===== src/rtl/core/rdr_pkg.sv =====
// shared types, constants and register indexes of the record deframer
`default_nettype none
package rdr_pkg;

  localparam int HDR_BYTES   = 5;
  localparam int FILL_W      = 3;
  localparam int CFG_ADDR_W  = 2;
  localparam int CFG_DATA_W  = 32;
  localparam int IN_TDATA_W  = 8;
  localparam int IN_TUSER_W  = 1;
  localparam int OUT_TDATA_W = 80;
  localparam int OUT_TUSER_W = 2;

  localparam logic [CFG_ADDR_W-1:0] REG_CONTROL_KIND = 2'd0;
  localparam logic [CFG_ADDR_W-1:0] REG_PCM_KIND     = 2'd1;
  localparam logic [CFG_ADDR_W-1:0] REG_MAX_LEN      = 2'd2;

  localparam logic MODE_STREAM = 1'b0;
  localparam logic MODE_CLEAR  = 1'b1;

  localparam logic KIND_CONTROL = 1'b0;
  localparam logic KIND_PCM     = 1'b1;

  localparam logic [7:0]  RST_CONTROL_KIND = 8'd1;
  localparam logic [7:0]  RST_PCM_KIND     = 8'd2;
  localparam logic [31:0] RST_MAX_LEN      = 32'd4096;

  typedef struct packed {
    logic [7:0]  control_kind;
    logic [7:0]  pcm_kind;
    logic [31:0] max_len;
  } cfg_t;

  typedef struct packed {
    logic       mode;
    logic [7:0] data_byte;
  } item_t;

  typedef struct packed {
    logic        valid;
    logic        record_kind;
    logic [7:0]  payload_byte;
    logic        first_of_record;
    logic        last_of_record;
    logic        empty_record;
    logic [31:0] resync_count;
    logic [31:0] buffered_count;
  } result_t;

endpackage
`default_nettype wire


===== src/rtl/core/rdr_in_reg.sv =====
// input register of the record deframer
`default_nettype none
module rdr_in_reg (
  input  wire logic                           clk,
  input  wire logic                           rst_n,
  input  wire logic                           in_tvalid,
  output logic                                in_tready,
  input  wire logic [rdr_pkg::IN_TDATA_W-1:0] in_tdata,  // data_byte
  input  wire logic [rdr_pkg::IN_TUSER_W-1:0] in_tuser,  // mode
  input  wire logic                           advance,
  output logic                                item_valid,
  output rdr_pkg::item_t                      item
);
  import rdr_pkg::*;

  logic  vld_r;
  item_t item_r;

  assign in_tready  = !vld_r || advance;
  assign item_valid = vld_r;
  assign item       = item_r;

  always_ff @(posedge clk) begin
    if (!rst_n) begin
      vld_r <= 1'b0;
    end else if (in_tready) begin
      vld_r <= in_tvalid;
    end
  end

  always_ff @(posedge clk) begin
    if (in_tready && in_tvalid) begin
      item_r.mode      <= in_tuser[0];
      item_r.data_byte <= in_tdata;
    end
  end

endmodule
`default_nettype wire


===== src/rtl/core/rdr_step.sv =====
// header hunt, resync and payload tracking for one stream byte per cycle in which fire is high
`default_nettype none
module rdr_step (
  input  wire logic            clk,
  input  wire logic            rst_n,
  input  wire logic            fire,
  input  wire rdr_pkg::item_t  item,
  input  wire rdr_pkg::cfg_t   cfg,
  output rdr_pkg::result_t     res
);
  import rdr_pkg::*;

  logic [7:0]        win_r   [HDR_BYTES];
  logic [7:0]        win_nxt [HDR_BYTES];
  logic [7:0]        win_wr  [HDR_BYTES];
  logic [FILL_W-1:0] fill_r, fill_nxt;
  logic              in_payload_r, in_payload_nxt;
  logic              kind_r, kind_nxt;
  logic [31:0]       rem_r, rem_nxt;
  logic [31:0]       rcv_r, rcv_nxt;
  logic [31:0]       resync_r, resync_nxt;

  logic [FILL_W-1:0] fill_base;
  logic [FILL_W-1:0] fill_inc;
  logic [31:0]       hdr_len;
  logic [31:0]       rem_dec;
  logic              is_ctl, is_pcm, hdr_ok, win_full;
  logic [32:0]       held_sum;
  logic [31:0]       held_sat;

  assign fill_base = (fill_r >= FILL_W'(HDR_BYTES)) ? '0 : fill_r;
  assign fill_inc  = fill_base + FILL_W'(1);
  assign win_full  = (fill_inc == FILL_W'(HDR_BYTES));

  always_comb begin
    for (int i = 0; i < HDR_BYTES; i++) begin
      win_wr[i] = (FILL_W'(i) == fill_base) ? item.data_byte : win_r[i];
    end
  end

  assign hdr_len = {win_wr[4], win_wr[3], win_wr[2], win_wr[1]};
  assign is_ctl  = (win_wr[0] == cfg.control_kind);
  assign is_pcm  = (win_wr[0] == cfg.pcm_kind);
  assign hdr_ok  = (is_ctl || is_pcm) && (hdr_len <= cfg.max_len);
  assign rem_dec = rem_r - 32'd1;

  always_comb begin
    fill_nxt       = fill_r;
    in_payload_nxt = in_payload_r;
    kind_nxt       = kind_r;
    rem_nxt        = rem_r;
    rcv_nxt        = rcv_r;
    resync_nxt     = resync_r;
    for (int i = 0; i < HDR_BYTES; i++) begin
      win_nxt[i] = win_r[i];
    end
    res = '0;

    if (item.mode == MODE_CLEAR) begin
      fill_nxt       = '0;
      in_payload_nxt = 1'b0;
      kind_nxt       = KIND_CONTROL;
      rem_nxt        = '0;
      rcv_nxt        = '0;
      resync_nxt     = '0;
    end else if (in_payload_r) begin
      res.valid           = 1'b1;
      res.record_kind     = kind_r;
      res.payload_byte    = item.data_byte;
      res.first_of_record = (rcv_r == '0);
      rcv_nxt             = rcv_r + 32'd1;
      rem_nxt             = rem_dec;
      if (rem_dec == '0) begin
        res.last_of_record = 1'b1;
        in_payload_nxt     = 1'b0;
        rcv_nxt            = '0;
        fill_nxt           = '0;
      end
    end else begin
      for (int i = 0; i < HDR_BYTES; i++) begin
        win_nxt[i] = win_wr[i];
      end
      fill_nxt = fill_inc;
      if (win_full) begin
        if (!hdr_ok) begin
          // drop the oldest byte and keep hunting
          for (int i = 0; i < HDR_BYTES - 1; i++) begin
            win_nxt[i] = win_wr[i+1];
          end
          fill_nxt   = FILL_W'(HDR_BYTES - 1);
          resync_nxt = resync_r + 32'd1;
        end else begin
          kind_nxt = is_ctl ? KIND_CONTROL : KIND_PCM;
          fill_nxt = '0;
          if (hdr_len == '0) begin
            res.valid          = 1'b1;
            res.record_kind    = kind_nxt;
            res.last_of_record = 1'b1;
            res.empty_record   = 1'b1;
          end else begin
            in_payload_nxt = 1'b1;
            rem_nxt        = hdr_len;
            rcv_nxt        = '0;
          end
        end
      end
    end

    res.resync_count   = resync_nxt;
    res.buffered_count = in_payload_nxt ? held_sat : {{(32-FILL_W){1'b0}}, fill_nxt};
  end

  // header bytes plus bytes seen so far, saturating
  assign held_sum = {1'b0, rcv_nxt} + 33'(HDR_BYTES);
  assign held_sat = held_sum[32] ? '1 : held_sum[31:0];

  always_ff @(posedge clk) begin
    if (!rst_n) begin
      fill_r       <= '0;
      in_payload_r <= 1'b0;
      kind_r       <= KIND_CONTROL;
      rem_r        <= '0;
      rcv_r        <= '0;
      resync_r     <= '0;
    end else if (fire) begin
      fill_r       <= fill_nxt;
      in_payload_r <= in_payload_nxt;
      kind_r       <= kind_nxt;
      rem_r        <= rem_nxt;
      rcv_r        <= rcv_nxt;
      resync_r     <= resync_nxt;
    end
  end

  always_ff @(posedge clk) begin
    if (fire) begin
      for (int i = 0; i < HDR_BYTES; i++) begin
        win_r[i] <= win_nxt[i];
      end
    end
  end

  a_fill_below_full: assert property (@(posedge clk) disable iff (!rst_n)
    fill_r < FILL_W'(HDR_BYTES))
    else $error("header window fill reached a full window between items");

  a_payload_remaining: assert property (@(posedge clk) disable iff (!rst_n)
    in_payload_r |-> (rem_r != '0) && (fill_r == '0))
    else $error("payload phase with nothing remaining or a partly filled window");

  a_empty_is_last: assert property (@(posedge clk) disable iff (!rst_n)
    fire && res.empty_record |-> res.valid && res.last_of_record && !in_payload_r)
    else $error("empty record flagged outside a header accept");

  a_clear_zeroes: assert property (@(posedge clk) disable iff (!rst_n)
    fire && (item.mode == MODE_CLEAR) |=> (resync_r == '0) && !in_payload_r && (fill_r == '0))
    else $error("clear request left decoder state behind");

endmodule
`default_nettype wire


===== src/rtl/core/record_deframer_resync_top.sv =====
// top level of the record deframer: config registers, input stage, step logic, result register
`default_nettype none
// Splits a byte stream into records of one kind byte, a 32-bit little-endian
// length and the payload, and returns exactly one result per request. A
// request accepted into the input register runs through the header check or
// payload update and lands in the result register once the step logic
// advances, which waits while an earlier result is stalled on out_tready. With
// out_tready high one byte is accepted every cycle.
// A stalled result holds the step logic, and in_tready drops once the input
// register is also occupied and the waiting result is not taken in that cycle.
// A full five-byte window with an unknown kind or a length above the
// configured maximum drops its oldest byte and bumps the resync count. Mode 1
// on the request clears the decoder and the resync count. Configuration
// writes are taken at any time but should only be issued while idle.
module record_deframer_resync_top (
  input  wire logic                               clk,
  input  wire logic                               rst_n,
  input  wire logic                               in_tvalid,
  output logic                                    in_tready,
  input  wire logic [rdr_pkg::IN_TDATA_W-1:0]     in_tdata,   // data_byte
  input  wire logic [rdr_pkg::IN_TUSER_W-1:0]     in_tuser,   // mode
  output logic                                    out_tvalid,
  input  wire logic                               out_tready,
  // out_valid, payload_byte, first_of_record, resync_count, buffered_count, zero pad
  output logic [rdr_pkg::OUT_TDATA_W-1:0]         out_tdata,
  output logic [rdr_pkg::OUT_TUSER_W-1:0]         out_tuser,  // record_kind, empty_record
  output logic                                    out_tlast,  // last_of_record
  input  wire logic                               cfg_we,
  input  wire logic [rdr_pkg::CFG_ADDR_W-1:0]     cfg_addr,
  input  wire logic [rdr_pkg::CFG_DATA_W-1:0]     cfg_wdata
);
  import rdr_pkg::*;

  cfg_t    cfg_r;
  item_t   item;
  result_t res;
  result_t res_r;
  logic    item_valid;
  logic    advance;
  logic    out_vld_r;

  always_ff @(posedge clk) begin
    if (!rst_n) begin
      cfg_r.control_kind <= RST_CONTROL_KIND;
      cfg_r.pcm_kind     <= RST_PCM_KIND;
      cfg_r.max_len      <= RST_MAX_LEN;
    end else if (cfg_we) begin
      case (cfg_addr)
        REG_CONTROL_KIND: cfg_r.control_kind <= cfg_wdata[7:0];
        REG_PCM_KIND:     cfg_r.pcm_kind     <= cfg_wdata[7:0];
        REG_MAX_LEN:      cfg_r.max_len      <= cfg_wdata;
        default: begin
        end
      endcase
    end
  end

  assign advance = item_valid && (!out_vld_r || out_tready);

  rdr_in_reg u_in_reg (
    .clk        (clk),
    .rst_n      (rst_n),
    .in_tvalid  (in_tvalid),
    .in_tready  (in_tready),
    .in_tdata   (in_tdata),
    .in_tuser   (in_tuser),
    .advance    (advance),
    .item_valid (item_valid),
    .item       (item)
  );

  rdr_step u_step (
    .clk   (clk),
    .rst_n (rst_n),
    .fire  (advance),
    .item  (item),
    .cfg   (cfg_r),
    .res   (res)
  );

  always_ff @(posedge clk) begin
    if (!rst_n) begin
      out_vld_r <= 1'b0;
    end else if (advance) begin
      out_vld_r <= 1'b1;
    end else if (out_tready) begin
      out_vld_r <= 1'b0;
    end
  end

  always_ff @(posedge clk) begin
    if (advance) begin
      res_r <= res;
    end
  end

  assign out_tvalid = out_vld_r;
  assign out_tlast  = res_r.last_of_record;
  assign out_tuser  = {res_r.empty_record, res_r.record_kind};
  assign out_tdata  = {6'b0, res_r.buffered_count, res_r.resync_count,
                       res_r.first_of_record, res_r.payload_byte, res_r.valid};

endmodule
`default_nettype wire

===== config.mk =====
export PLATFORM = sky130hd
export DESIGN_NAME = record_deframer_resync_top
export DESIGN_NICKNAME = d
export VERILOG_FILES = /design/src/rtl/core/rdr_pkg.sv /design/src/rtl/core/rdr_in_reg.sv /design/src/rtl/core/rdr_step.sv /design/src/rtl/core/record_deframer_resync_top.sv
export SDC_FILE = /design/constraint.sdc
export NUM_CORES = 1
export LEC_CHECK = 0
export ABC_CLOCK_PERIOD_IN_PS = 9500
export BUFFER_PORTS_ARGS = -buffer_cell sky130_fd_sc_hd__buf_2
export CAP_MARGIN = 10
export CORE_MARGIN = 3
export CORE_UTILIZATION = 30
export CTS_BUF_LIST = sky130_fd_sc_hd__clkbuf_16
export CTS_CLUSTER_SIZE = 20
export DETAILED_ROUTE_END_ITERATION = 8
export SLEW_MARGIN = 5
export SYNTH_ARGS = -nofsm -noshare
export SYNTH_HDL_FRONTEND = slang
export SYNTH_SLANG_ARGS = --single-unit

===== constraint.sdc =====
create_clock -name clk -period 9.5 [get_ports clk]
set_clock_uncertainty 0.2 [all_clocks]
set_input_delay 1.425 -clock clk [delete_from_list [all_inputs] [get_ports clk]]
set_output_delay 1.425 -clock clk [all_outputs]
set_load 0.02 [all_outputs]

After elaboration in Yosys (flattened, before gate mapping)
Memory sizes are Yosys's and may differ from the RTL's.
Index checks and enable logic that the tools add are counted.
{"block": "word_totals", "ff_bits": 237, "ram_bits": 40, "in_bits": 48, "n_memories": 1}
{"block": "classes", "addsub": 5, "n_lt_le_gt_ge": 2, "n_eq_ne": 11, "muxes": 56, "n_bitwise": 3, "reduce_logical": 25}
{"name": "u_step.win_r", "words": 5, "word_bits": 8, "read_ports": 5, "rd_clocked_by_memory_dff": 0, "write_ports": 5, "line": "rdr_step.sv:13", "source": "logic [7:0] win_r [HDR_BYTES];"}
{"operator": "2-to-1 mux 32 bit", "count": 18}
{"operator": "logical NOT 32 bit", "count": 3}
{"operator": "2-to-1 mux 40 bit", "count": 2}
{"operator": "adder 32 x 1 -> 32 bit, second input constant", "count": 2}
{"operator": "2-to-1 mux 8 bit", "count": 5}
{"operator": "adder 32 x 3 -> 33 bit, second input constant", "count": 1}
{"operator": "<= comparator 32 bit", "count": 1}
{"operator": "subtractor 32 x 1 -> 32 bit, second input constant", "count": 1}
{"operator": "2-to-1 mux 3 bit", "count": 7}
{"operator": "2-to-1 mux 1 bit", "count": 17}
{"operator": "equality test 8 bit", "count": 2}
{"operator": "2-to-1 mux 2 bit", "count": 7}
{"operator": "AND reduction 4 bit", "count": 2}
{"operator": "equality test 2 x 3 -> 1 bit, first input constant", "count": 2}
{"operator": "AND reduction 2 bit", "count": 3}
{"operator": "nonzero test 2 bit", "count": 3}
{"operator": "nonzero test 3 bit", "count": 2}
{"operator": "OR reduction 4 bit", "count": 1}
{"operator": "adder 3 x 1 -> 3 bit, second input constant", "count": 1}
{"operator": "equality test 1 x 3 -> 1 bit, first input constant", "count": 1}
{"operator": "equality test 3 bit, first input constant", "count": 1}
{"operator": "equality test 3 bit, second input constant", "count": 1}
{"operator": ">= comparator 3 bit, second input constant", "count": 1}
{"operator": "logical AND 1 bit", "count": 3}
{"operator": "other kinds (10)", "count": 15}

Logic depth before layout (Yosys ltp)
Gate-level depths: netlist of run 1.
{"block": "depth", "word_depth": 14, "mapped_depth": 25, "mapped_depth_nobuf": 23}

Hierarchy
Synthesis of run 1 repeated with hierarchy kept, for this count alone.
{"block": "hier_totals", "hier_cells": 1949, "hier_area_um2": 16902.5}
{"mod": "rdr_step", "instances": 1, "cells_per_inst": 1651, "area_each_um2": 12303.0, "seq_area_each_um2": 3223.1}
{"mod": "record_deframer_resync_top", "instances": 1, "cells_per_inst": 284, "area_each_um2": 4271.6, "seq_area_each_um2": 3293.2}
{"mod": "rdr_in_reg", "instances": 1, "cells_per_inst": 14, "area_each_um2": 327.8, "seq_area_each_um2": 290.3}

Worst setup path before layout of run 1
No wires, ideal clock.
{"block": "synth_timing", "kind": "reg-to-reg", "from": "register u_step.fill_r[0]", "to": "register res_r, in the netlist out_tdata[44], data pin", "arrival_time_ps": 5140, "t_required_ps": 9003, "path_slack_ps": 3863, "stages_incl_launch_ff": 25, "synth_period_minus_slack_ps": 5637, "path_cell_list": "dfxtp_1 > buf_2 > nor2b_1 > inv_1 > ha_1 > nor4bb_1 > buf_2 > mux2i_1 > inv_1 > ha_1 > nand2_1 > nor2_1 > a2111oi_0 > o2111ai_1 > o211a_1 > a221oi_2 > a211oi_1 > o21a_1 > ha_1 > o32ai_1 > nor4_4 > nand4_4 > or3_4 > buf_6 > a31oi_4"}
{"item": "start: declaration", "line": "rdr_step.sv:16", "source": "logic [FILL_W-1:0] fill_r, fill_nxt;"}
{"item": "start signal: assignment", "line": "rdr_step.sv:126", "source": "fill_r <= fill_nxt;"}
{"item": "end signal: assignment", "line": "record_deframer_resync_top.sv:93", "source": "res_r <= res;"}
{"item": "end: declaration", "line": "record_deframer_resync_top.sv:37", "source": "result_t res_r;"}

Final worst setup path of run 1
{"block": "layout_timing", "from": "register u_step.fill_r[2]", "to": "register res_r, in the netlist out_tdata[61], data pin"}
{"item": ">= comparator 3 bit", "line": "rdr_step.sv:31", "source": "assign fill_base = (fill_r >= FILL_W'(HDR_BYTES)) ? '0 : fill_r;"}
{"item": "2-to-1 mux 3 bit *", "line": "rdr_step.sv:31"}
{"item": "equality test 3 bit *", "line": "rdr_step.sv:37", "source": "win_wr[i] = (FILL_W'(i) == fill_base) ? item.data_byte : win_r[i];"}
{"item": "2-to-1 mux 8 bit *", "line": "rdr_step.sv:37"}
{"item": "named net u_step.hdr_len[30]", "line": "rdr_step.sv:25", "source": "logic [31:0] hdr_len;"}
{"item": "<= comparator 32 bit or logical NOT 32 bit (tied branches)", "line": "rdr_step.sv:44, rdr_step.sv:95"}
{"item": "logical AND 1 bit or 2-to-1 mux 32 bit (tied branches)", "line": "rdr_step.sv:44, rdr_step.sv:95"}
{"item": "2-to-1 mux 32 bit *", "line": "rdr_step.sv:85", "source": "if (!hdr_ok) begin"}
{"item": "2-to-1 mux 32 bit *", "line": "rdr_step.sv:84", "source": "if (win_full) begin"}
{"item": "2-to-1 mux 32 bit *", "line": "rdr_step.sv:66", "source": "end else if (in_payload_r) begin"}
{"item": "2-to-1 mux 32 bit *", "line": "rdr_step.sv:59", "source": "if (item.mode == MODE_CLEAR) begin"}
{"item": "named net u_step.rcv_nxt[0]", "line": "rdr_step.sv:20", "source": "logic [31:0] rcv_r, rcv_nxt;"}
{"item": "adder 32 x 3 -> 33 bit *", "line": "rdr_step.sv:114", "source": "assign held_sum = {1'b0, rcv_nxt} + 33'(HDR_BYTES);"}
{"item": "2-to-1 mux 32 bit *", "line": "rdr_step.sv:115", "source": "assign held_sat = held_sum[32] ? '1 : held_sum[31:0];"}
Mark *: on every way through the listed nets, which the timed path passes. The rest lies on a longest branch.
A chain may end at the register's enable or synchronous reset.

==> results.yml, run 1 <==
detailed_routing:
  detailedRoute.firstIterationViolations: 1372
  via_per_inst: 5.35
  num_vias: 14996
  wl_um: 50900
  wire_per_inst_um: 18.1
  drtAntennaViolNets: 0
  drt-pass1-iter-count: 7
  drc_errors: 0
finish:
  syn_to_final_growth_pct: 13.5
  final_core_util_pct: 34.9
  final_cell_mix: "nor2_1, nand2_1, a21oi_1, dfxtp_1"
  layout_commonest_cell: "nor2_1"
  instances_no_fill: 2803
  drive_gt1_share_pct: 13.5
  num_antenna_cells: 0
  multi_input_area_um2: 9030
  final_nets: 2127
  register_area_um2: 6810
  n_fill_cell: 5712
clock_network:
  postCtsHoldBufs: 0
  clock-sinks: 277
  cts_tree: "built"
  cts_buffers: 36
  cts_resized: 0
  clkSlewWorstSetupHoldPaths_ns: 0.06
  clock_latency_ns: 0.55
  cts_max_level: 2
  clockRootBuffer: "clkbuf_16"
  cts_buffer_depth: 3
  postCtsSetupBuffers: 0
logic_synthesis:
  syn_avg_cell_area_um2: 8.42
  synth_top_cell_by_area: "edfxtp_1"
  yosys_most_used_dff: "dfxtp_1"
  synth_top_area_share_pct: 22.6
  netlist_area_um2: 16700
  synth_cell_types: 94
  synth-seq-cells: 277
  synth_edf_count: 126
  synthTopCellsByArea: "edfxtp_1, dfxtp_1, nor2_1, a21oi_1, nand2_1"
  synthArstFlopShare_pct: 0
  synthCells: 1986
  yosys_warnings: 0
  synth.yosys.seq_area_share_pct: 40.7
run_status:
  status: "complete, no violations"
timing:
  setup_tns_ns: 0
  period_minus_slack_ns: 7.06
  slew_viol_final: 0
  setup_viol: 0
  tightest_slew_ns: 1.32
  maxSlewHeadroom_pct: 11.4
  rsz0062_at_grt: "false"
  max_freq_ghz: 0.142
  hold_viol: 0
  hold_slack_ns: 0.251
  period_share_pct: 74.3
power_and_ir_drop:
  max-vdd-ir-drop_mv: 0.121
  powerDensity_nw_per_um2: 155
  power.leakage_uw: 0.00666
place:
  dp_hpwl_um: 35700
  placedCellCount: 2737
  place_congestion: 0.958
  port_buffers: 126
worst_setup_path:
  r2r_slack_ns: 2.44
  ff2ff_path_depth: 23
  startpoint_type: "flip-flop"
  reg2reg_to: "out_tdata[61]"
  path_class: "flip-flop to flip-flop"
  cp_max_fo: 21
  required_ns: 9.56
  timing.rr.start: "u_step.fill_r[2]"
  end_kind: "flip-flop"
  critPathArrivalTime_ns: 7.12
floorplan:
  die_x_um: 242
  start_util_pct: 30.7
  die_h_um: 242
  fp.dieArea_um2: 58600
  num_rows: 85
  core_um2: 54500
  io_pins: 133
grt:
  grt_max_degree: 94
  grt_use_total_pct: 16.8
  grt-ovfl-total: 0
  grt_pass1_vias: 14445
  antenna_found_initial: 0
  grt_pass1_wl_um: 80600
hold_path:
  hold_path_depth: 2
  hold_path_class: "flip-flop to flip-flop"
  whs_endpoint: "cfg_r[10]"
  hold_start: "cfg_r[10]"
flow_run:
  drv_cap: 0
==> through the flow <==
| stage | instance area [um^2] | worst slack [ns] | total power, uW |
|---|---|---|---|
| after global placement | 17900 | 2.73 | 1690 |
| after detailed placement | 17900 | 2.53 | 1690 |
| after CTS | 19000 | 2.50 | 2980 |
| after global routing | 19000 | 1.81 | 3070 |
| final | 19000 | 2.44 | 2950 |
| after floorplan | 16700 | 3.86 | 1580 |
==> final cells by class <==
cell class | instances | area share (%)
clock buffers | 37 | 4.88
clock inverters | 29 | 0.883
inverters | 80 | 1.63
multi-input cells | 1491 | 47.6
flip-flops and latches | 277 | 35.9
well taps | 739 | 4.87
repair buffers | 150 | 4.27
==> how the worst max path moves through the flow <==
stage                           startpoint             to  slack [ns]
after floorplan           u_step.fill_r[0]  out_tdata[44]        3.86
after global placement    u_step.fill_r[2]  out_tdata[42]        2.73
after detailed placement  u_step.fill_r[2]  out_tdata[69]        2.53
after CTS                 u_step.fill_r[2]  out_tdata[69]        2.50
after global routing      u_step.fill_r[2]  out_tdata[63]        1.81
final                     u_step.fill_r[2]  out_tdata[61]        2.44
==> sequential cells by signal, summed over array words and instances, names as in the netlist <==
signal               cells
u_step.rcv_r            32
u_step.rem_r            32
u_step.win_r            40
u_step.fill_r            3
u_step.kind_r            1
out_tdata               74
cfg_r                   48
out_tvalid               1
u_in_reg.item            9
u_step.in_payload_r      1
u_in_reg.item_valid      1
out_tuser                2
out_tlast                1
u_step.resync_r         32
==> power by group <==
part / internal (uW) / switching [uW] / total, uW
logic: 114 / 234 / 348
registers: 1290 / 33.8 / 1320
clock network: 736 / 542 / 1280
total: 2140 / 810 / 2950
==> cell families after synthesis <==
logic type | count (synthesis) | share of synthesized area, %
XOR/XNOR | 85 | 4.45
adder cells (fa/ha/maj) | 43 | 3.22
buffers and inverters | 223 | 5.61
AO/OA/AOI/OAI | 476 | 18.2
multiplexers | 45 | 2.75
AND/OR/NAND/NOR | 836 | 25.0
other | 1 | 0.0224
flip-flops | 277 | 40.7
==> cell usage after synthesis (33+ instances only) <==
library cell,number
nor2_1,259
nand2_1,217
a21oi_1,180
dfxtp_1,151
edfxtp_1,126
clkbuf_1,99
o21ai_0,97
inv_1,78
nand3_1,61
nor3_1,52
xnor2_1,46
ha_1,43
xor2_1,39
mux2i_1,38
and2_1,37
nand4_1,33
nor4_1,33
==> worst max-delay path: stages (launching register included) <==
cell	delay (ns)
dfxtp_1	0.49
nor2b_1	0.16
inv_1	0.11
ha_1	0.45
nor4bb_2	0.35
buf_4	0.26
mux2i_1	0.47
inv_1	0.17
ha_1	0.32
nand2_1	0.10
nor2_1	0.06
a2111oi_0	0.38
o2111ai_1	0.19
o211a_1	0.18
a221oi_2	0.19
buf_4	0.33
a211oi_1	0.15
o21a_1	0.26
ha_1	0.23
o32ai_1	0.75
nor4_4	0.22
nand4_4	0.20
or3_4	0.39
a31oi_2	0.14
==> layer usage <==
metal	GRT usage, %	vias up	share of wire, %
li1	-	7232	-
met1	22.4	7189	45
met2	27.8	480	46
met3	2.74	95	5.6
met4	5.60	0	2.8
met5	0	-	0
Note: power is estimated with default switching activity, not from simulation.
==> run 2, diff against run 1 <==
--- a/config.mk
+++ b/config.mk
@@ -5,7 +5,7 @@
 export SDC_FILE = /design/constraint.sdc
 export NUM_CORES = 1
 export LEC_CHECK = 0
-export ABC_CLOCK_PERIOD_IN_PS = 9500
+export ABC_CLOCK_PERIOD_IN_PS = 7330
 export BUFFER_PORTS_ARGS = -buffer_cell sky130_fd_sc_hd__buf_2
 export CAP_MARGIN = 10
 export CORE_MARGIN = 3
==> constraint.sdc (replaced) <==
create_clock -name clk -period 7.33 [get_ports clk]
set_clock_uncertainty 0.2 [all_clocks]
set_input_delay 1.0995 -clock clk [delete_from_list [all_inputs] [get_ports clk]]
set_output_delay 1.0995 -clock clk [all_outputs]
set_load 0.02 [all_outputs]
==> results.yml, run 2 (synthesis gave the netlist of run 1 again) <==
power_and_ir_drop:
  powerDensity_nw_per_um2: 197
  power_uw: 3750
  power.leakage_uw: 0.00668
  max-vdd-ir-drop_mv: 0.141
finish:
  register_area_um2: 6810
  final_cell_mix: "nor2_1, nand2_1, a21oi_1, dfxtp_1"
  final_core_util_pct: 34.9
  instances_no_fill: 2810
  layout_commonest_cell: "nor2_1"
  syn_to_final_growth_pct: 13.6
  largest_reg_flops: 74
  n_fill_cell: 5762
  multi_input_area_um2: 9050
  final_nets: 2135
  drive_gt1_share_pct: 13.6
clock_network:
  cts_max_level: 2
  cts_buffers: 35
  clockRootBuffer: "clkbuf_16"
  clock-sinks: 277
  postCtsHoldBufs: 0
  clock_latency_ns: 0.54
  cts_buffer_depth: 3
  clkSlewWorstSetupHoldPaths_ns: 0.06
  cts_tree: "built"
grt:
  met1_usage_pct: 22.5
  grt_pass1_vias: 14429
  antenna_found_initial: 0
  grt_max_degree: 79
  grt-ovfl-total: 0
  grtUsageMet2_pct: 27.0
  grtUsageMet3_pct: 2.96
  grt_pass1_wl_um: 81400
  grt_use_total_pct: 16.9
  busiest_layer: "met2"
place:
  port_buffers: 126
  dp_slack_ns: 0.320
  dp_hpwl_um: 35900
  placedCellCount: 2745
  place_congestion: 0.948
detailed_routing:
  via_per_inst: 5.39
  drt-pass1-iter-count: 5
  drtAntennaViolNets: 0
  detailedRoute.firstIterationViolations: 1431
  drc_errors: 0
  wire_per_inst_um: 18.1
  wl_um: 50900
  num_vias: 15141
timing:
  slew_viol_final: 0
  maxSlewHeadroom_pct: 20.5
  period_minus_slack_ns: 6.75
  period_share_pct: 92.1
  setup_tns_ns: 0
  fin_ws_ns: 0.581
  hold_viol: 0
  rsz0062_at_grt: "false"
  tightest_slew_ns: 1.19
  max_freq_ghz: 0.148
  setup_viol: 0
floorplan:
  die_x_um: 242
  start_util_pct: 30.7
  die_h_um: 242
  num_rows: 85
  fp.dieArea_um2: 58600
  core_um2: 54500
  io_pins: 133
flow_run:
  drv_cap: 0
worst_setup_path:
  timing.rr.start: "u_step.fill_r[2]"
  setup.worst_path.start: "u_step.fill_r[2]"
  required_ns: 7.36
  path_class: "flip-flop to flip-flop"
  endpoint: "out_tdata[61]"
  ff2ff_path_depth: 25
  cp_max_fo: 21
  reg2reg_to: "out_tdata[61]"
  critPathArrivalTime_ns: 6.78
  end_kind: "flip-flop"
  startpoint_type: "flip-flop"
  r2r_slack_ns: 0.58
run_status:
  status: "complete, no violations"
hold_path:
  hold_path_class: "flip-flop to flip-flop"
run 2: cell types whose count changed in the layout (fill, tap and decap cells not counted), moves of 2 or more:
cell | previous run | this run
clkinv_1 | 6 | 10
inv_6 | 4 | 1
clkinv_2 | 8 | 6
buf_4 | 24 | 33
run 2: worst min-delay path by stage:
stage,start,end,slack [ns],cells after the start
floorplan,cfg_r[10],cfg_r[10],0.24,2
global placement,cfg_r[4],cfg_r[4],0.24,2
detailed placement,cfg_r[21],cfg_r[21],0.25,2
CTS,cfg_r[21],cfg_r[21],0.25,2
global route,cfg_r[21],cfg_r[21],0.27,2
finish,cfg_r[4],cfg_r[4],0.25,2
run 2: per-stage QoR:
| stage | hold WS (ns) | instance area [um^2] |
|---|---|---|
| after floorplan | 0.236 | 16700 |
| after global placement | 0.245 | 17900 |
| after detailed placement | 0.246 | 17900 |
| after CTS | 0.254 | 19000 |
| after global routing | 0.273 | 19000 |
| final | 0.254 | 19000 |
run 2: critical path: stages, from the launching register on:
cell and delay, ns:
dfxtp_1 0.52, nor2b_1 0.16, inv_1 0.11, ha_2 0.32, nor4bb_2 0.32, buf_4 0.26, mux2i_1 0.41, inv_1 0.12
ha_1 0.33, nand2_1 0.10, nor2_1 0.07, a2111oi_0 0.42, o2111ai_1 0.20, o211a_1 0.20, a221oi_4 0.52, buf_4 0.30
a211oi_1 0.10, nor2_1 0.19, inv_1 0.07, ha_1 0.21, o32ai_1 0.30, buf_4 0.21, nor4_4 0.08, nand4_4 0.18
or3_4 0.39, a31oi_2 0.13
run 2: cell type report:
class / count / area share [%]
Multi-Input combinational cell: 1491 / 47.6
Sequential cell: 277 / 35.8
Clock buffer: 37 / 4.87
Tap cell: 739 / 4.87
Timing Repair Buffer: 159 / 4.62
Inverter: 80 / 1.63
Clock inverter: 26 / 0.560
Antenna cell: 1 / 0.0132
run 2: metal layers:
layer  share of wire, %  up-vias
li1                   -     7237
met1                 44     7242
met2                 46      543
met3                6.5      119
met4                3.7        0
met5                  0        -
run 2: power breakdown:
| group | total [uW] | switching (uW) | internal [uW] |
|---|---|---|---|
| Clock | 1580 | 678 | 906 |
| Combinational | 457 | 308 | 149 |
| Sequential | 1710 | 42.9 | 1670 |
| Total | 3750 | 1030 | 2720 |
run 2: what timing repair did:
item / in CTS / in global routing
setup endpoints to repair: 0 / 31
gates resized for setup: 0 / 4
setup buffers: 0 / 1
==> run 3, diff against run 2 <==
--- a/config.mk
+++ b/config.mk
@@ -9,10 +9,11 @@
 export BUFFER_PORTS_ARGS = -buffer_cell sky130_fd_sc_hd__buf_2
 export CAP_MARGIN = 10
 export CORE_MARGIN = 3
-export CORE_UTILIZATION = 30
+export CORE_UTILIZATION = 55
 export CTS_BUF_LIST = sky130_fd_sc_hd__clkbuf_16
 export CTS_CLUSTER_SIZE = 20
 export DETAILED_ROUTE_END_ITERATION = 8
+export PLACE_DENSITY = 0.74
 export SLEW_MARGIN = 5
 export SYNTH_ARGS = -nofsm -noshare
 export SYNTH_HDL_FRONTEND = slang
==> results.yml, run 3 (synthesis gave the netlist of run 1 again) <==
clock_network:
  cts_tree: "built"
  clock-sinks: 277
  cts_buffer_depth: 3
  postCtsHoldBufs: 0
  clock_latency_ns: 0.57
  clkSlewWorstSetupHoldPaths_ns: 0.07
  clockRootBuffer: "clkbuf_16"
  cts_buffers: 30
  cts_max_level: 1
finish:
  drive_gt1_share_pct: 13.7
  num_antenna_cells: 0
  final_nets: 2131
  syn_to_final_growth_pct: 10.9
  layout_commonest_cell: "nor2_1"
  final_core_util_pct: 62.3
  final_cell_mix: "nor2_1, nand2_1, a21oi_1, dfxtp_1"
  register_area_um2: 6810
  multi_input_area_um2: 9050
  n_fill_cell: 2576
  largest_reg_flops: 74
flow_run:
  drv_cap: 0
detailed_routing:
  via_per_inst: 6.18
  drc_errors: 0
  drtAntennaViolNets: 0
  num_vias: 15172
  detailedRoute.firstIterationViolations: 1376
  wire_per_inst_um: 19.2
  drt-pass1-iter-count: 6
  wl_um: 47200
grt:
  grt_use_total_pct: 27.9
  grt_max_degree: 91
  grt_pass1_vias: 14218
  antenna_found_initial: 0
  grt_pass1_wl_um: 75500
  grt-ovfl-total: 0
place:
  port_buffers: 126
  dp_hpwl_um: 32800
  place_congestion: 0.958
timing:
  period_share_pct: 93.2
  slew_viol_final: 0
  setup_viol: 0
  rsz0062_at_grt: "false"
  maxSlewHeadroom_pct: 22.8
  tightest_slew_ns: 1.15
  period_minus_slack_ns: 6.83
  hold_viol: 0
  setup_tns_ns: 0
  max_freq_ghz: 0.146
floorplan:
  io_pins: 133
  die_x_um: 180
  start_util_pct: 56.1
  die_h_um: 180
  fp.dieArea_um2: 32500
  num_rows: 63
  core_um2: 29800
hold_path:
  hold_path_class: "flip-flop to flip-flop"
worst_setup_path:
  required_ns: 7.55
  critPathArrivalTime_ns: 7.05
  path_class: "flip-flop to flip-flop"
  cp_max_fo: 21
  startpoint_type: "flip-flop"
  end_kind: "flip-flop"
power_and_ir_drop:
  power.leakage_uw: 0.00664
  max-vdd-ir-drop_mv: 0.168
  powerDensity_nw_per_um2: 199
run_status:
  status: "complete, no violations"
[run 3: layout make-up]
class | count | area share [%]
Multi-Input combinational cell | 1491 | 48.8
Timing Repair Buffer | 160 | 4.84
Clock inverter | 25 | 1.18
Sequential cell | 277 | 36.7
Inverter | 80 | 1.65
Tap cell | 390 | 2.63
Clock buffer | 31 | 4.18
[run 3: metrics by stage]
stage / instance area [um^2] / std cells / total power (uW) / worst slack (ns) / hold slack (ns)
after CTS: 18500 / 2454 / 3700 / 0.328 / 0.256
after floorplan: 16700 / 1991 / 2050 / 1.69 / 0.236
final: 18500 / 2454 / 3690 / 0.499 / 0.251
after detailed placement: 17500 / 2398 / 2190 / 0.343 / 0.247
after global placement: 17500 / 2398 / 2180 / 0.590 / 0.244
after global routing: 18500 / 2454 / 3820 / 0.0909 / 0.277
[run 3: path summary, 6_finish.rpt]
kind | slack [ns] | end | cells past startpoint | start
min reg2reg | 0.25 | cfg_r[18] | 2 | cfg_r[18]
max reg2reg | 0.50 | out_tdata[42] | 17 | u_step.fill_r[2]
min | 0.25 | cfg_r[18] | 2 | cfg_r[18]
max | 0.50 | out_tdata[42] | 17 | u_step.fill_r[2]
[run 3: per-layer routing]
metal  vias to the layer above  GRT usage (%)  part of all wire, %
met4                         0           13.3                  5.1
met1                      7082           37.1                   41
met2                       709           45.0                   46
li1                       7216              -                    -
met5                         -              0                    0
met3                       165           4.16                  7.8
[run 3: critical path: stages (launching register included)]
cell and delay, ns:
dfxtp_1 0.54, nor3b_4 0.72, inv_4 0.20, ha_1 0.44
or4_1 0.58, o2bb2ai_1 0.17, o2111ai_1 0.15, nor4_1 0.51
a31oi_1 0.40, a211oi_1 0.42, o21a_1 0.24, ha_1 0.19
o32ai_1 0.09, buf_4 0.17, nor4_4 0.58, nand4_4 0.27
or3_4 0.57, a31oi_1 0.21
[run 3: report_power, final]
group,total (uW),switching [uW],internal (uW)
Clock,1520,649,874
Combinational,457,306,151
Sequential,1710,42.4,1670
Total,3690,998,2690
[run 3: timing repair]
item	4_1_cts	5_1_grt
buffers inserted	0	0
setup endpoints to repair	0	30
gates resized for setup	0	3
